File: config.mk
export PLATFORM = sky130hd
export DESIGN_NAME = fpmd_mul_unit
export DESIGN_NICKNAME = d
export VERILOG_FILES = /design/src/hw/rtl/fpmd_pkg.sv /design/src/hw/rtl/fpmd_mul_unit.sv
export SDC_FILE = /design/constraint.sdc
export NUM_CORES = 2
export LEC_CHECK = 0
export ABC_AREA = 1
export CORE_ASPECT_RATIO = 1.1
export CORE_MARGIN = 8
export CORE_UTILIZATION = 62
export DETAILED_ROUTE_END_ITERATION = 10
export DONT_BUFFER_PORTS = 1
export GPL_TIMING_DRIVEN = 0
export PLACE_DENSITY_LB_ADDON = 0.12
export SKIP_CTS_REPAIR_TIMING = 1
export SYNTH_ARGS = -nofsm -noshare
export SYNTH_HDL_FRONTEND = slang
export SYNTH_SLANG_ARGS = --single-unit
File: constraint.sdc
create_clock -name clk_i -period 3.3 [get_ports clk_i]
set_clock_uncertainty 0.05 [all_clocks]
set_input_delay 0.165 -clock clk_i [delete_from_list [all_inputs] [get_ports clk_i]]
set_output_delay 0.165 -clock clk_i [all_outputs]
set_load 0.01 [all_outputs]
File: src/hw/rtl/fpmd_pkg.sv
// shared types and constants for the fixed-point multiply/divide unit
// no dependencies
`default_nettype none

package fpmd_pkg;

  typedef enum logic [2:0] {
    OP_MUL64      = 3'd0,
    OP_SPLIT      = 3'd1,
    OP_MULINT     = 3'd2,
    OP_DIV64      = 3'd3,
    OP_RDIV_SPLIT = 3'd4,
    OP_RDIV_WRAP  = 3'd5
  } fpmd_op_e;

  localparam logic [31:0] RECIP_NUM   = 32'd2147483647;
  localparam int unsigned RECIP_SHIFT = 5;

  typedef struct packed {
    logic [2:0]         opcode;
    logic signed [31:0] operand_a;
    logic signed [31:0] operand_b;
  } fpmd_in_t;

  typedef struct packed {
    logic signed [31:0] result;
    logic               divide_by_zero;
  } fpmd_out_t;

  // word context carried alongside the divider
  typedef struct packed {
    logic [2:0]         opcode;
    logic signed [31:0] a;
    logic signed [31:0] b;
    logic               dz;
    logic               neg;
  } fpmd_ctl_t;

endpackage

`default_nettype wire

File: src/hw/rtl/fpmd_mul_unit.sv
// two-stage multiply and result select: products, then combine
// depends on fpmd_pkg
`default_nettype none

module fpmd_mul_unit #(
  parameter int unsigned FRAC_BITS = 18
) (
  input  wire logic                clk_i,
  input  wire logic                rst_ni,
  input  wire logic                valid_i,
  input  wire fpmd_pkg::fpmd_ctl_t ctl_i,
  input  wire logic signed [31:0]  y_i,
  input  wire logic signed [31:0]  quot_i,
  output logic                     valid_o,
  output fpmd_pkg::fpmd_out_t      out_o
);

  localparam int unsigned IntBits = 32 - FRAC_BITS;

  logic signed [31:0] a_s, ia, iy, pa_t, py_t, pa, py;
  logic signed [63:0] p64_d;
  logic signed [31:0] pint_d, ss_d, c1_d, c2_d, lo_d;

  assign a_s  = ctl_i.a;
  assign ia   = a_s >>> FRAC_BITS;
  assign iy   = y_i >>> FRAC_BITS;
  assign pa_t = a_s << IntBits;
  assign py_t = y_i << IntBits;
  assign pa   = pa_t >>> IntBits;
  assign py   = py_t >>> IntBits;

  assign p64_d  = a_s * y_i;
  assign pint_d = a_s * iy;
  assign ss_d   = ia * iy;
  assign c1_d   = ia * py;
  assign c2_d   = iy * pa;
  assign lo_d   = (pa >>> 2) * (py >>> 2);

  logic                v1_q;
  fpmd_pkg::fpmd_ctl_t ctl1_q;
  logic signed [63:0]  p64_q;
  logic signed [31:0]  pint_q, ss_q, c1_q, c2_q, lo_q, quot1_q;

  always_ff @(posedge clk_i or negedge rst_ni) begin
    if (!rst_ni) begin
      v1_q    <= 1'b0;
      valid_o <= 1'b0;
    end else begin
      v1_q    <= valid_i;
      valid_o <= v1_q;
    end
  end

  always_ff @(posedge clk_i) begin
    ctl1_q  <= ctl_i;
    p64_q   <= p64_d;
    pint_q  <= pint_d;
    ss_q    <= ss_d;
    c1_q    <= c1_d;
    c2_q    <= c2_d;
    lo_q    <= lo_d;
    quot1_q <= quot_i;
  end

  logic signed [31:0] split_d, wrap_d, res_d;
  logic signed [31:0] p_lo;

  assign p_lo    = p64_q[31:0];
  assign split_d = (ss_q << FRAC_BITS) + c1_q + c2_q + (lo_q >>> IntBits);
  assign wrap_d  = p_lo >>> FRAC_BITS;

  always_comb begin
    case (ctl1_q.opcode)
      fpmd_pkg::OP_MUL64:      res_d = p64_q[FRAC_BITS+31:FRAC_BITS];
      fpmd_pkg::OP_SPLIT:      res_d = split_d;
      fpmd_pkg::OP_MULINT:     res_d = pint_q;
      fpmd_pkg::OP_DIV64:      res_d = quot1_q;
      fpmd_pkg::OP_RDIV_SPLIT: res_d = split_d;
      fpmd_pkg::OP_RDIV_WRAP:  res_d = wrap_d;
      default:                 res_d = '0;
    endcase
    if (ctl1_q.dz) begin
      res_d = '0;
    end
  end

  always_ff @(posedge clk_i) begin
    out_o.result         <= res_d;
    out_o.divide_by_zero <= ctl1_q.dz;
  end

endmodule

`default_nettype wire

==> results.md <==
- The run finished, with violations left.
- The final reports fail on negative setup slack.
- Counting along the longest clock path gives a buffer depth of 3.
- Counting distinct cell types in the post-synthesis netlist gives 58.
- For this run, the number of Yosys warnings is 0.
- Of all flip-flops after synthesis, the portion carrying an async set or reset was 0.939%.
- In the final design database the tool counted 10282 nets.
- The worst setup path category is input pin to flip-flop.
- The most frequently used flop master after synthesis is dfxtp_1.
- The sequential-to-total area share from yosys stat is 6.44%.
- The total grt overflow is 0.
- The area of the die is 118000 sq um.
- For the final routed database, the setup TNS stands at -267.76 ns.
- The CTS tree is yes.
- The highest fanout seen on the critical path is 7.
- The final critical-path share of the clock period is 205%.
- The met1 wire length is 87200 um.
- The number of global-route vias before repair is 58240.
- The first detailed-routing pass took 6 iterations.
- The floorplan has 126 rows.
- Relative to the synthesized area, the layout overhead comes to 15.4%.
- The category of the worst setup path launch point is an input pin.
- The total area inside the core boundary comes to 107000 sq um.
- The number of hold-slack violations in the final timing report is 0.
- The wire length of the first global-routing pass is 374000 um.
- The complex-gate fraction of the synthesized area is 4.68%.
- The most used cell along the critical path is fa_1.
- The cell with the biggest individual delay on the critical path is fa_2.
- After clock tree synthesis, the clock-pin slew on the worst setup and hold paths is 0.07 ns.
- The routed via count divided by cell count is 5.85.
- The dominant combinational cell family by area after synthesis is adder cells.
- The worst endpoint required time is 3.68 ns.
- The largest net degree at the start of global routing is 18.
- The fraction of post-synthesis cell area in the top cell type by area is 49.7%.
- Yosys attributes the largest share of cell area to fa_1 50%, inv_1 14%, ha_1 9.2%.
- Summed over all nets, the half-perimeter wirelength after detailed placement is 226000 um.
- The clock root buffer is clkbuf_16.
- In the final routed layout, each cell accounts on average for 28.4 um.
- The worst min-delay path class is input pin to flip-flop.
- The minimum setup slack in the final design is -3.48 ns.
- The setup-violating endpoint count in the final report is 143.
- The delay contributed by the slowest stage of the critical path is 0.76 ns.
- The synthesized net count is 10066.
- The cell area that synthesis handed to floorplanning was 66400 sq um.
- For this run, design rule violations remaining after detail routing come to 0.
- At the end of routability-driven placement, the weighted congestion stood at 1.09.
- Across the run, the number of max-cap violations was 0.
- The TritonCTS buffer count is 20.
- The die is 328 um wide.
- The H-tree depth is 1.
- In the detailed route, the total length drawn on met2 is 116000 um.
- At the pin with the least slew margin, the transition time is 1.26 ns.
- Of the total synthesized cell area, the portion taken by XOR and XNOR cells is 2.37%.
- The number of enable-type register cells in the synthesized netlist is 0.
- A synthesized cell averages 8.51 sq um.
- The largest total area in the synthesized netlist belongs to fa_1.
- The number of vias after detailed routing is 55387.
- The clock network latency to the later pin of the worst-skew pair is 0.54 ns.
- The top routing layer in use is met5.
- The initial utilization of the core area, before any placement, comes to 62.2%.
- After Yosys synthesis, full adders, half adders and majority gates account for 58.9% of the synthesized area.
- The worst-case headroom to the max-slew limit is 16.1%.
- The fraction of layout instances using a drive strength above 1 is 13.6%.
- The mux cell area share after synthesis is 0%.
- The floorplan die height is 359 um.
- Counting both buffers and inverters, the worst setup path holds a total of 7.
- Subtracting the final worst setup slack from the clock period gives 6.78 ns.
- The amount of wire on met3 after detailed routing is 34100 um.
- The number of top-level design ports is 170.
- The number of pins exceeding their max-slew limit in the final report came to 0.
- After synthesis the netlist holds a flip-flop and latch count of 213.
- The data arrival at the endpoint of the critical path is 7.16 ns.
- The dominant delay contributor by cell family on the critical path is adder cells.
- The count of mapped cells out of synthesis is 7795.
- The initial antenna violation count is 36.
- Setup repair after global routing could not meet its margin everywhere.
- The signal on the critical path passes through buf_12, buf_12, nand2_4, inv_4, fa_1, fa_1, fa_2, clkinv_4, buf_4, fa_1, inv_1, fa_1, fa_1, fa_1, fa_2, ha_4, a21oi_1, inv_1, a31oi_2, o21ai_1, a31oi_1, o211ai_1, xor2_2.
- The total detailed-routing wirelength is 269000 um.
- Derived from the worst setup path, the maximum achievable clock frequency is 0.147 GHz.
- The worst setup path is captured at a flip-flop.
- The clock net in this run drives a total of 213 sinks.
- The combined global-route utilization of all metal layers is 44.1%.
- Fill cells in the final layout number 8064.
- The remaining antenna violation count after routing is 0.
- The synthesized netlist devotes 11.8% of its cell area to simple gates.
- Input and output buffers added on the ports amount to 0.
- In this run, the number of DRC markers left after iteration 0 of detailed routing was 5825.
==> placed cells by master (no fill, tap or decap), drive strengths merged, types with 8 or more instances in the layout <==
master       instances
a21o                24
a21oi              230
a221oi              17
a22oi               21
a31oi               34
buf                292
clkbuf             114
dfxtp              211
diode               37
dlygate4sd3         40
fa                1648
ha                 487
inv               2556
nand2             1473
nand3              127
nand3b              16
nand4               25
nor2               245
nor3                32
nor4                11
o211ai               8
o21a                14
o21ai              136
o21bai              18
or2                 19
xnor2               65
xor2               113
==> per-layer routing <==
metal | vias up | GRT usage (%)
met5 | - | 0
met4 | 12 | 38.3
met3 | 1363 | 13.4
met2 | 3838 | 66.6
met1 | 27550 | 50.7
li1 | 22624 | -
==> worst min-delay path, stage by stage <==
cell,delay [ns]
nand2_1,0.11
inv_1,0.09
ha_1,0.15
ha_1,0.14
==> stage by stage <==
step,instances,utilization [%],setup WS [ns],instance area [sq um],hold WS [ns]
2_1_floorplan,7795,-,-2.90,69300,-0.181
3_3_place_gp,9203,66.6,-4.64,71000,-0.181
3_5_place_dp,9203,66.6,-4.67,71000,-0.181
4_1_cts,9239,67.3,-4.17,71800,-0.744
5_1_grt,9457,71.7,-3.55,76600,0.103
6_report,9470,71.8,-3.48,76600,0.107
==> cell families after synthesis <==
kind of cell / after synthesis
DFF: 213
adders and majority gates: 2135
xor gates and xnor gates: 178
and+or+nand+nor: 1953
buffers and inverters: 2786
AOI/OAI and AO/OA: 530
==> cells in the mapped netlist (3+ instances only) <==
library cell  count
inv_1          2547
fa_1           1648
nand2_1        1459
ha_1            487
nor2_1          244
a21oi_1         225
dfxtp_1         211
clkbuf_1        193
nand3_1         125
o21ai_0         114
xor2_1          112
xnor2_1          64
a31oi_1          34
nor3_1           28
nand4_1          25
a21o_1           24
a22oi_1          21
o21bai_1         18
a221oi_1         17
buf_1            17
o21ai_1          17
buf_2            16
nand3b_1         16
or2_2            16
nand2_2          14
o21a_1           14
nor4_1            9
o211ai_1          8
inv_2             7
a21oi_2           5
a21boi_1          4
a41oi_1           4
nor3_2            4
o2111ai_1         4
o21ai_2           4
a211oi_1          3
a21boi_0          3
and3_1            3
clkinv_1          3
o221ai_1          3
o31ai_1           3
==> layout make-up <==
type                       count  area, sq um  area share, %
multi-input combinational   4796        55100           72.0
tap                         1408         1760           2.30
sequential                   213         4270           5.58
inverter                    2557         9620           12.6
clock inverter                11          211          0.276
timing repair buffer         193         1850           2.42
antenna                       37         92.6          0.121
clock buffer                  25          549          0.717
timing repair inverter         1         5.00        0.00653
buffer                       229         3110           4.06
==> path summary, 6_finish.rpt <==
kind	from	to	slack, ns	cells past startpoint
setup / recovery	y_i[3]	p64_q[43]	-3.48	23
hold / removal	ctl_i[35]	c2_q[2]	0.11	4
setup reg to reg	lo_q[31]	out_o[23]	-0.82	11
hold reg to reg	v1_q	valid_o	0.31	0
max in group asynchronous	rst_ni	v1_q	2.71	2
min in group asynchronous	rst_ni	valid_o	0.36	2
==> sequential cells by signal, summed over array words and instances (netlist names), 14 cells and up <==
name	count
ss_q	14
out_o	33
pint_q	14
c2_q	32
quot1_q	32
p64_q	32
c1_q	32
lo_q	18
Power is left out: the tool's default activity adds up to more than one toggle a clock period on the data nets, which glitch-free logic cannot reach.
